## src/rtl/tadc_pkg.sv

```systemverilog
// Package of the tilt angle display coder: widths, register codes, constants
// and the small decode functions. Depends on nothing.
package tadc_pkg;

	localparam int SAMPLE_BITS   = 12;
	localparam int IN_DATA_BITS  = ((SAMPLE_BITS + 7) / 8) * 8;
	localparam int CFG_BITS      = 12;
	localparam int CFG_IDX_BITS  = 3;
	localparam int ANGLE_BITS    = 7;
	localparam int OUT_DATA_BITS = 24;
	localparam int Q_BITS        = 16;
	localparam int DIV_STAGES    = 8;
	localparam int DIV_STEP      = Q_BITS / DIV_STAGES;

	localparam logic [ANGLE_BITS-1:0] FULL_DEG = 7'd90;

	// Register reset values.
	localparam logic [CFG_BITS-1:0] RST_MID       = 12'd2840;
	localparam logic [CFG_BITS-1:0] RST_HALF_SPAN = 12'd280;
	localparam logic [CFG_BITS-1:0] RST_ZB_LOW    = 12'd2835;
	localparam logic [CFG_BITS-1:0] RST_ZB_HIGH   = 12'd2850;
	localparam logic [CFG_BITS-1:0] RST_POS_LIMIT = 12'd3115;
	localparam logic [CFG_BITS-1:0] RST_NEG_LIMIT = 12'd2565;

	// Reciprocals for the series coefficients, valid for 16-bit operands.
	// floor(x/6) = (x*43691)>>18, floor(3x/40) = (x*629148)>>23,
	// floor(15x/336) = floor(5x/112) = (x*748985)>>24.
	localparam logic [15:0] RECIP_C3 = 16'd43691;
	localparam int          SHIFT_C3 = 18;
	localparam logic [19:0] RECIP_C5 = 20'd629148;
	localparam int          SHIFT_C5 = 23;
	localparam logic [19:0] RECIP_C7 = 20'd748985;
	localparam int          SHIFT_C7 = 24;

	typedef enum logic [CFG_IDX_BITS-1:0] {
		REG_MID       = 3'd0,
		REG_HALF_SPAN = 3'd1,
		REG_ZB_LOW    = 3'd2,
		REG_ZB_HIGH   = 3'd3,
		REG_POS_LIMIT = 3'd4,
		REG_NEG_LIMIT = 3'd5
	} cfg_reg_t;

	// How the angle of an item is formed.
	typedef enum logic [1:0] {
		CLS_ZERO,
		CLS_FULL,
		CLS_SERIES
	} ang_cls_t;

	typedef struct packed {
		logic     neg;
		ang_cls_t cls;
	} tag_t;

	function automatic logic [3:0] tens_of(input logic [ANGLE_BITS-1:0] a);
		logic [3:0] r;
		r = 4'd0;
		for (int k = 1; k <= 9; k++) begin
			if (a >= ANGLE_BITS'(10 * k)) begin
				r = 4'(k);
			end
		end
		return r;
	endfunction

	function automatic logic [3:0] ones_of(input logic [ANGLE_BITS-1:0] a);
		logic [ANGLE_BITS-1:0] r;
		r = a - ANGLE_BITS'(tens_of(a)) * 7'd10;
		return r[3:0];
	endfunction

	// Thermometer bar, LEDs lit from bit 7 downward.
	function automatic logic [7:0] bar_of(input logic [ANGLE_BITS-1:0] a);
		logic [3:0] n;
		if (a >= 7'd90) begin
			n = 4'd8;
		end else if (a >= 7'd79) begin
			n = 4'd7;
		end else if (a >= 7'd68) begin
			n = 4'd6;
		end else if (a >= 7'd57) begin
			n = 4'd5;
		end else if (a >= 7'd45) begin
			n = 4'd4;
		end else if (a >= 7'd34) begin
			n = 4'd3;
		end else if (a >= 7'd23) begin
			n = 4'd2;
		end else if (a >= 7'd11) begin
			n = 4'd1;
		end else begin
			n = 4'd0;
		end
		return ~(8'hFF >> n);
	endfunction

endpackage

```

## src/rtl/tilt_angle_display_coder_core.sv

```systemverilog
// Top level of the tilt angle display coder: pipelined divider, arcsin
// series and display encoding. Depends on tadc_pkg.
//
// Channel   Dir  Signals                          Content
// s_*       in   s_tvalid s_tready s_tdata[15:0]  sample in bits 11:0
// m_*       out  m_tvalid m_tready m_tdata[23:0]  angle, sign, digits, bar
// cfg_*     in   cfg_valid cfg_ready cfg_index    register write, 12-bit data
//
// One request is taken every cycle while the output is not stalled: the 16-bit quotient
// comes from eight divider stages of two bits each, and each multiplication has a stage.
// Reset clears the valid bits and loads the register reset values.
// The whole pipeline moves as one: it advances when the output register is
// empty or its result is being taken, so a stall holds every stage in place.
module tilt_angle_display_coder_core (
	input  logic                                clk,
	input  logic                                arst_n,
	input  logic                                s_tvalid,
	output logic                                s_tready,
	input  logic [tadc_pkg::IN_DATA_BITS-1:0]   s_tdata,   // [11:0] sample, rest zero
	output logic                                m_tvalid,
	input  logic                                m_tready,
	output logic [tadc_pkg::OUT_DATA_BITS-1:0]  m_tdata,   // [6:0] angle_deg,
	                                                       // [7] is_negative,
	                                                       // [11:8] tens_digit,
	                                                       // [15:12] ones_digit,
	                                                       // [23:16] bar_mask
	input  logic                                cfg_valid,
	output logic                                cfg_ready,
	input  logic [tadc_pkg::CFG_IDX_BITS-1:0]   cfg_index,
	input  logic [tadc_pkg::CFG_BITS-1:0]       cfg_data
);

	localparam int NSTG = tadc_pkg::DIV_STAGES + 9;
	localparam int QB   = tadc_pkg::Q_BITS;
	localparam int CB   = tadc_pkg::CFG_BITS;
	localparam int AB   = tadc_pkg::ANGLE_BITS;

	// Configuration registers. The user must make writes arrive only while the
	// pipeline is empty; the block does not enforce this. Every stage reads them directly.
	logic [CB-1:0] mid_q, half_span_q, zb_low_q, zb_high_q, pos_limit_q, neg_limit_q;

	assign cfg_ready = 1'b1;

	always_ff @(posedge clk or negedge arst_n) begin
		if (!arst_n) begin
			mid_q       <= tadc_pkg::RST_MID;
			half_span_q <= tadc_pkg::RST_HALF_SPAN;
			zb_low_q    <= tadc_pkg::RST_ZB_LOW;
			zb_high_q   <= tadc_pkg::RST_ZB_HIGH;
			pos_limit_q <= tadc_pkg::RST_POS_LIMIT;
			neg_limit_q <= tadc_pkg::RST_NEG_LIMIT;
		end else if (cfg_valid) begin
			unique case (tadc_pkg::cfg_reg_t'(cfg_index))
				tadc_pkg::REG_MID:       mid_q       <= cfg_data;
				tadc_pkg::REG_HALF_SPAN: half_span_q <= cfg_data;
				tadc_pkg::REG_ZB_LOW:    zb_low_q    <= cfg_data;
				tadc_pkg::REG_ZB_HIGH:   zb_high_q   <= cfg_data;
				tadc_pkg::REG_POS_LIMIT: pos_limit_q <= cfg_data;
				tadc_pkg::REG_NEG_LIMIT: neg_limit_q <= cfg_data;
				default: ;
			endcase
		end
	end

	// Pipeline control: one valid bit per stage, all stages move together.
	logic [NSTG:1] valid_s;
	logic          advance;

	assign advance  = !valid_s[NSTG] || m_tready;
	assign s_tready = advance;
	assign m_tvalid = valid_s[NSTG];

	always_ff @(posedge clk or negedge arst_n) begin
		if (!arst_n) begin
			valid_s <= '0;
		end else if (advance) begin
			valid_s <= {valid_s[NSTG-1:1], s_tvalid};
		end
	end

	// Stage 1: classify the sample and form the distance from mid. Items in the zero band,
	// beyond a limit, with a ratio of at least one or with zero distance skip the series.
	logic [tadc_pkg::SAMPLE_BITS-1:0] x;
	logic          pos_side, zero_band, sat;
	logic [CB-1:0] d_up, d_dn, d;
	tadc_pkg::tag_t tag_c;

	always_comb begin
		x         = s_tdata[tadc_pkg::SAMPLE_BITS-1:0];
		pos_side  = x >= zb_high_q;
		zero_band = !pos_side && (x >= zb_low_q);
		d_up      = (x > mid_q) ? (x - mid_q) : '0;
		d_dn      = (x < mid_q) ? (mid_q - x) : '0;
		d         = pos_side ? d_up : d_dn;
		sat       = pos_side ? (x > pos_limit_q) : (x <= neg_limit_q);
		tag_c.neg = !pos_side && !zero_band;
		if (zero_band) begin
			tag_c.cls = tadc_pkg::CLS_ZERO;
		end else if (sat) begin
			tag_c.cls = tadc_pkg::CLS_FULL;
		end else if (d == '0) begin
			tag_c.cls = tadc_pkg::CLS_ZERO;
		end else if (d >= half_span_q) begin
			tag_c.cls = tadc_pkg::CLS_FULL;
		end else begin
			tag_c.cls = tadc_pkg::CLS_SERIES;
		end
	end

	tadc_pkg::tag_t tag_s1;
	logic [CB-1:0]  d_s1;

	always_ff @(posedge clk) begin
		if (advance) begin
			tag_s1 <= tag_c;
			d_s1   <= (tag_c.cls == tadc_pkg::CLS_SERIES) ? d : '0;
		end
	end

	// Stages 2 to 9: restoring division of d * 2^16 by half_span. The
	// dividend is below the divisor, so every remainder fits in 12 bits and
	// the quotient in 16; two quotient bits are settled per stage.
	logic [CB-1:0]  div_rem_s [tadc_pkg::DIV_STAGES];
	logic [QB-1:0]  div_quo_s [tadc_pkg::DIV_STAGES];
	tadc_pkg::tag_t div_tag_s [tadc_pkg::DIV_STAGES];
	logic [CB-1:0]  div_rem_nx [tadc_pkg::DIV_STAGES];
	logic [QB-1:0]  div_quo_nx [tadc_pkg::DIV_STAGES];

	always_comb begin
		logic [CB-1:0] r;
		logic [CB:0]   r2;
		logic [QB-1:0] q;
		for (int k = 0; k < tadc_pkg::DIV_STAGES; k++) begin
			r = (k == 0) ? d_s1 : div_rem_s[(k == 0) ? 0 : k - 1];
			q = (k == 0) ? '0 : div_quo_s[(k == 0) ? 0 : k - 1];
			for (int j = 0; j < tadc_pkg::DIV_STEP; j++) begin
				r2 = {r, 1'b0};
				if (r2 >= {1'b0, half_span_q}) begin
					r2 = r2 - {1'b0, half_span_q};
					q  = {q[QB-2:0], 1'b1};
				end else begin
					q  = {q[QB-2:0], 1'b0};
				end
				r = r2[CB-1:0];
			end
			div_rem_nx[k] = r;
			div_quo_nx[k] = q;
		end
	end

	always_ff @(posedge clk) begin
		if (advance) begin
			for (int k = 0; k < tadc_pkg::DIV_STAGES; k++) begin
				div_rem_s[k] <= div_rem_nx[k];
				div_quo_s[k] <= div_quo_nx[k];
				div_tag_s[k] <= (k == 0) ? tag_s1 : div_tag_s[(k == 0) ? 0 : k - 1];
			end
		end
	end

	// Stages 10 to 16: powers of t, coefficient terms, sum and scaling.
	logic [QB-1:0] t_c;
	logic [31:0]   p_t2, p_t3, p_t5, p_t7;
	logic [31:0]   p_a3;
	logic [35:0]   p_b5, p_c7;
	logic [23:0]   p_deg;

	logic [QB-1:0] t_s10, t2_s10;
	logic [QB-1:0] t_s11, t2_s11, t3_s11;
	logic [QB-1:0] t_s12, t2_s12, t5_s12;
	logic [13:0]   a3_s12, a3_s13, a3_s14;
	logic [QB-1:0] t_s13, t7_s13, t_s14;
	logic [12:0]   b5_s13, b5_s14;
	logic [11:0]   c7_s14;
	logic [QB:0]   sum_s15;
	logic [AB-1:0] angle_s16;
	tadc_pkg::tag_t tag_s10, tag_s11, tag_s12, tag_s13, tag_s14, tag_s15;
	logic          neg_s16;

	assign t_c   = div_quo_s[tadc_pkg::DIV_STAGES-1];
	assign p_t2  = t_c * t_c;
	assign p_t3  = t2_s10 * t_s10;
	assign p_t5  = t3_s11 * t2_s11;
	assign p_a3  = t3_s11 * tadc_pkg::RECIP_C3;
	assign p_t7  = t5_s12 * t2_s12;
	assign p_b5  = t5_s12 * tadc_pkg::RECIP_C5;
	assign p_c7  = t7_s13 * tadc_pkg::RECIP_C7;
	assign p_deg = sum_s15 * 7'd90;

	logic [7:0]    deg_hi;
	logic [AB-1:0] angle_c;

	always_comb begin
		deg_hi = p_deg[23:16];
		unique case (tag_s15.cls)
			tadc_pkg::CLS_ZERO:   angle_c = '0;
			tadc_pkg::CLS_FULL:   angle_c = tadc_pkg::FULL_DEG;
			tadc_pkg::CLS_SERIES: angle_c = (deg_hi > 8'(tadc_pkg::FULL_DEG)) ?
			                                tadc_pkg::FULL_DEG : deg_hi[AB-1:0];
			default:              angle_c = '0;
		endcase
	end

	always_ff @(posedge clk) begin
		if (advance) begin
			t_s10     <= t_c;
			t2_s10    <= p_t2[31:16];
			tag_s10   <= div_tag_s[tadc_pkg::DIV_STAGES-1];

			t_s11     <= t_s10;
			t2_s11    <= t2_s10;
			t3_s11    <= p_t3[31:16];
			tag_s11   <= tag_s10;

			t_s12     <= t_s11;
			t2_s12    <= t2_s11;
			t5_s12    <= p_t5[31:16];
			a3_s12    <= p_a3[tadc_pkg::SHIFT_C3 +: 14];
			tag_s12   <= tag_s11;

			t_s13     <= t_s12;
			a3_s13    <= a3_s12;
			t7_s13    <= p_t7[31:16];
			b5_s13    <= p_b5[tadc_pkg::SHIFT_C5 +: 13];
			tag_s13   <= tag_s12;

			t_s14     <= t_s13;
			a3_s14    <= a3_s13;
			b5_s14    <= b5_s13;
			c7_s14    <= p_c7[tadc_pkg::SHIFT_C7 +: 12];
			tag_s14   <= tag_s13;

			sum_s15   <= {1'b0, t_s14} + (QB+1)'(a3_s14) + (QB+1)'(b5_s14)
			             + (QB+1)'(c7_s14);
			tag_s15   <= tag_s14;

			angle_s16 <= angle_c;
			neg_s16   <= tag_s15.neg;
		end
	end

	// Stage 17: output register with the display encoding.
	logic [AB-1:0] angle_s17;
	logic          neg_s17;
	logic [3:0]    tens_s17, ones_s17;
	logic [7:0]    bar_s17;

	always_ff @(posedge clk) begin
		if (advance) begin
			angle_s17 <= angle_s16;
			neg_s17   <= neg_s16;
			tens_s17  <= tadc_pkg::tens_of(angle_s16);
			ones_s17  <= tadc_pkg::ones_of(angle_s16);
			bar_s17   <= tadc_pkg::bar_of(angle_s16);
		end
	end

	assign m_tdata = {bar_s17, ones_s17, tens_s17, neg_s17, angle_s17};

endmodule

```

## config.mk

```make
export PLATFORM = sky130hd
export DESIGN_NAME = tilt_angle_display_coder_core
export DESIGN_NICKNAME = d
export VERILOG_FILES = /design/src/rtl/tadc_pkg.sv /design/src/rtl/tilt_angle_display_coder_core.sv
export SDC_FILE = /design/constraint.sdc
export NUM_CORES = 2
export LEC_CHECK = 0
export BUFFER_PORTS_ARGS = -buffer_cell sky130_fd_sc_hd__buf_2
export CORE_UTILIZATION = 50
export DETAILED_ROUTE_END_ITERATION = 6
export MAX_ROUTING_LAYER = met4
export PLACE_DENSITY = 0.79
export SLEW_MARGIN = 0
export SYNTH_ARGS = -nofsm -noshare
export SYNTH_HDL_FRONTEND = slang
export SYNTH_SLANG_ARGS = --single-unit
```

## constraint.sdc

```tcl
create_clock -name clk -period 18.9 [get_ports clk]
set_input_delay 1.89 -clock clk [delete_from_list [all_inputs] [get_ports clk]]
set_output_delay 1.89 -clock clk [all_outputs]
set_load 0.01 [all_outputs]
```

==> results.py <==
metrics = {
    "outcome": {
        "outcome": "finished clean",
    },
    "global_routing": {
        "vias_in_the_first_global_route": 57510,
        "antenna_violations_before_repair": 0,
        "grt_first_pass_wirelength_um": 283100,
        "grt_start_max_net_pins": 169,
        "grt_util_all_layers_pct": 22.74,
        "globalRoute.totalOverflow": 0,
    },
    "clocking": {
        "num_cts_buffers": 71,
        "clock_tree.root_cell": "sky130_fd_sc_hd__clkbuf_16",
        "ctsLongestPathBuffers": 3,
        "cts_num_sinks": 606,
        "worst_setup_hold_path_clk_slew_ns": 0.06,
        "ctsHoldBuffers": 0,
        "post_cts.resized_instances": 0,
        "clock_insertion_delay_worst_skew_ns": 0.72,
        "htree_levels": 3,
        "post-cts-setup-buffers": 0,
        "tritoncts_clock_tree": "yes",
    },
    "yosys": {
        "synthesis.instances": 7604,
        "fraction_of_the_mapped_netlist_area_in_simple_logic_gates_pct": 10.66,
        "ys_warn_count": 0,
        "yosys-mux-area-fraction_pct": 2.341,
        "synth.lib_cells_used.distinct": 91,
        "synth.yosys.seq_area_share_pct": 22.78,
        "synth_enable_flop_cells": 517,
        "synthesis.nets": 9822,
        "synth_top_family_by_area": "adder cells",
        "synth-async-reset-ratio_pct": 14.69,
        "yosys.area_share.xor_xnor_pct": 2.692,
        "adder_cell_fraction_of_synth_area_pct": 45.36,
        "synth_area_per_cell_um2": 10.27,
        "mappedNetlistArea_um2": 78080,
        "dominantRegCellSynth": "sky130_fd_sc_hd__edfxtp_1",
        "ys_seq_elements": 606,
        "synth_compound_gate_area_share_pct": 7.346,
    },
    "routing": {
        "finalWirelength_um": 168100,
        "drt_first_iter_violations": 3104,
        "vias": 52760,
        "detail_routed_net_length_per_standard_cell_um": 17.29,
        "dr.pass1.iters": 6,
        "viasPerCell": 5.425,
        "ant_nets_after_route": 0,
        "drc_errors": 0,
    },
    "cells_and_area": {
        "design.final.nets": 9840,
        "insertedDiodeCount": 0,
        "syn_to_final_growth_pct": 6.519,
        "design_area_um2": 83170,
        "drive_gt1_share_pct": 6.029,
        "fillers": 13020,
        "layout_commonest_cell": "sky130_fd_sc_hd__inv_1",
        "final_cell_mix": "sky130_fd_sc_hd__inv_1 (1647), sky130_fd_sc_hd__ha_1 (1101), sky130_fd_sc_hd__fa_1 (1081)",
    },
    "hold_path": {
        "hold_path.class": "flip-flop to flip-flop",
    },
    "setup_path": {
        "critical_path.slowest_cell": "sky130_fd_sc_hd__a2111oi_0",
        "timing.critical_path.cells": "buf_4 > and2_1 > fa_1 > inv_1 > fa_1 > fa_1 > fa_1 > inv_1 > fa_1 > inv_1 > fa_1 > inv_1 > ha_1 > a2111oi_0 > o21ai_0 > a21oi_1 > a31oi_1 > o2111ai_1 > a31oi_1 > a41oi_1 > a21oi_1 > a21oi_1 > o21bai_1 > xnor2_1",
        "setup.worst_path.class": "flip-flop to flip-flop",
        "critPathBufInv": 5,
        "worst-path-max-fanout": 13,
        "cp.required_ns": 19.34,
        "critical_path.top_delay_family": "adder cells",
        "critPathMaxStageDelay_ns": 0.82,
        "critical-path-top-cell-by-count": "sky130_fd_sc_hd__fa_1",
        "startpoint_type": "flip-flop",
        "timing.critical_path.arrival_ns": 8.51,
        "worstSetupEndpointType": "flip-flop",
    },
    "sta": {
        "timing_worst_slew_pin_value_ns": 1.168,
        "max_freq_mhz": 124.0,
        "layout_worst_path_cycle_share_pct": 42.67,
        "rsz0062_at_grt": "no",
        "totalNegativeSetupSlack_ns": 0,
        "layout_min_cycle_time_ns": 8.064,
        "endpoints_failing_hold": 0,
        "final_setup_violation_count": 0,
        "timing_max_transition_violations_final": 0,
        "clock-skew-final_ns": 0.05462,
        "worst_slew_margin_relative_to_its_limit_pct": 21.99,
    },
    "run": {
        "maxCapViolations": 0,
    },
    "die": {
        "initial_core_utilization_pct": 50.51,
        "die_h_um": 397.2,
        "std_cell_rows": 144,
        "die_outline_area_um2": 157700,
        "chipWidth_um": 397.2,
        "io_pins": 63,
        "placeableCoreArea_um2": 154600,
    },
    "place": {
        "hpwl_after_detailed_placement_um": 129300,
        "finalWeightedCongestion": 0.9225,
        "place.port_buffers": 57,
        "placed_area_um2": 80730,
    },
}
[final timing paths]
| check | slack, ns | startpoint | endpoint | cells past startpoint |
|---|---|---|---|---|
| worst max-delay path | 10.84 | t5_s12[7] | t7_s13[15] | 24 |
| worst min-delay path | 0.39 | a3_s12[1] | a3_s13[1] | 0 |
| worst max register to register | 10.84 | t5_s12[7] | t7_s13[15] | 24 |
| worst min register to register | 0.39 | a3_s12[1] | a3_s13[1] | 0 |
| max in group asynchronous | 16.66 | arst_n | valid_s[3] | 2 |
| min in group asynchronous | 1.17 | arst_n | zb_low_q[2] | 1 |
[synth_stat cells, drive strengths merged (17+ instances only)]
master,number,area (um2)
nor2,245,919.6
nand3,52,260.3
nor3,78,390.4
dfstp,29,762.0
buf,24,138.9
nand2,685,2571
a21boi,36,270.3
mux2,141,1618
and2,405,2534
a21oi,207,1036
ha,1101,13780
fa,1081,21640
o21ai,221,1106
a211oi,31,232.7
and3,18,112.6
o21a,61,465.4
nand4,45,281.5
nand2b,43,269.0
or3,17,106.4
clkbuf,147,551.8
dfrtp,60,1501
inv,1649,6190
xor2,83,727.0
a31oi,25,177.7
a21o,127,953.4
or2,30,187.7
xnor2,157,1375
nor2b,63,394.1
edfxtp,517,15520
mux2i,21,210.2
[layout make-up]
cell class | instances | area (um2) | area share (%)
Timing Repair Buffer | 116 | 743.2 | 0.8937
Tap cell | 2044 | 2557 | 3.075
Clock inverter | 46 | 515.5 | 0.6198
Clock buffer | 85 | 1916 | 2.303
Sequential cell | 606 | 17790 | 21.39
Multi-Input combinational cell | 5178 | 53460 | 64.28
Inverter | 1649 | 6190 | 7.443
[cell families (layout without fill, tap and decap cells)]
kind of cell / after synthesis / in the layout
buffers and inverters: 1820 / 1896
DFF: 606 / 606
and+or+nand+nor: 1716 / 1716
adders and majority gates: 2182 / 2182
other: 1 / 1
AOI/OAI and AO/OA: 877 / 877
xor gates and xnor gates: 240 / 240
muxes: 162 / 162
[state kept, by name (all words and copies together) (netlist names), 16 cells and up]
signal and flops:
div_rem_s 84, div_quo_s 72, div_tag_s 24, sum_s15 17, valid_s 17, t2_s10 16, t2_s11 16, t2_s12 16
t3_s11 16, t5_s12 16, t7_s13 16, t_s10 16, t_s11 16, t_s12 16, t_s13 16, t_s14 16
[worst register-to-register path, stage by stage, from the launching register on]
cell and delay [ns]:
sky130_fd_sc_hd__edfxtp_1 0.59, sky130_fd_sc_hd__buf_4 0.31, sky130_fd_sc_hd__and2_1 0.18, sky130_fd_sc_hd__fa_1 0.54
sky130_fd_sc_hd__inv_1 0.06, sky130_fd_sc_hd__fa_1 0.50, sky130_fd_sc_hd__fa_1 0.43, sky130_fd_sc_hd__fa_1 0.57
sky130_fd_sc_hd__inv_1 0.06, sky130_fd_sc_hd__fa_1 0.48, sky130_fd_sc_hd__inv_1 0.06, sky130_fd_sc_hd__fa_1 0.53
sky130_fd_sc_hd__inv_1 0.04, sky130_fd_sc_hd__ha_1 0.29, sky130_fd_sc_hd__a2111oi_0 0.82, sky130_fd_sc_hd__o21ai_0 0.22
sky130_fd_sc_hd__a21oi_1 0.44, sky130_fd_sc_hd__a31oi_1 0.27, sky130_fd_sc_hd__o2111ai_1 0.32, sky130_fd_sc_hd__a31oi_1 0.23
sky130_fd_sc_hd__a41oi_1 0.32, sky130_fd_sc_hd__a21oi_1 0.14, sky130_fd_sc_hd__a21oi_1 0.24, sky130_fd_sc_hd__o21bai_1 0.11
sky130_fd_sc_hd__xnor2_1 0.12
[stage by stage]
| step | hold WS (ns) | std cells | utilization, % | setup slack [ns] |
|---|---|---|---|---|
| detailed placement | 0.4045 | 9593 | 52.23 | 10.85 |
| CTS | 0.3865 | 9724 | 53.80 | 10.88 |
| global route | 0.4016 | 9724 | 53.80 | 10.47 |
| finish | 0.3862 | 9724 | 53.80 | 10.84 |
| global placement | 0.4009 | 9593 | 52.23 | 10.88 |
| floorplan | 0.4003 | 7604 | - | 0.3092 |
[layer usage]
metal  vias to the layer above  GRT usage [%]  wire length [um]
met2                      1406          39.32             84850
met1                     26440          27.35             69290
li1                      24510              -                 -
met3                       402          2.937              8244
met5                         -              -                 0
met4                         0          7.672              5754
Power is left out: the tool's default activity adds up to more than one toggle a clock period on the data nets, which glitch-free logic cannot reach.
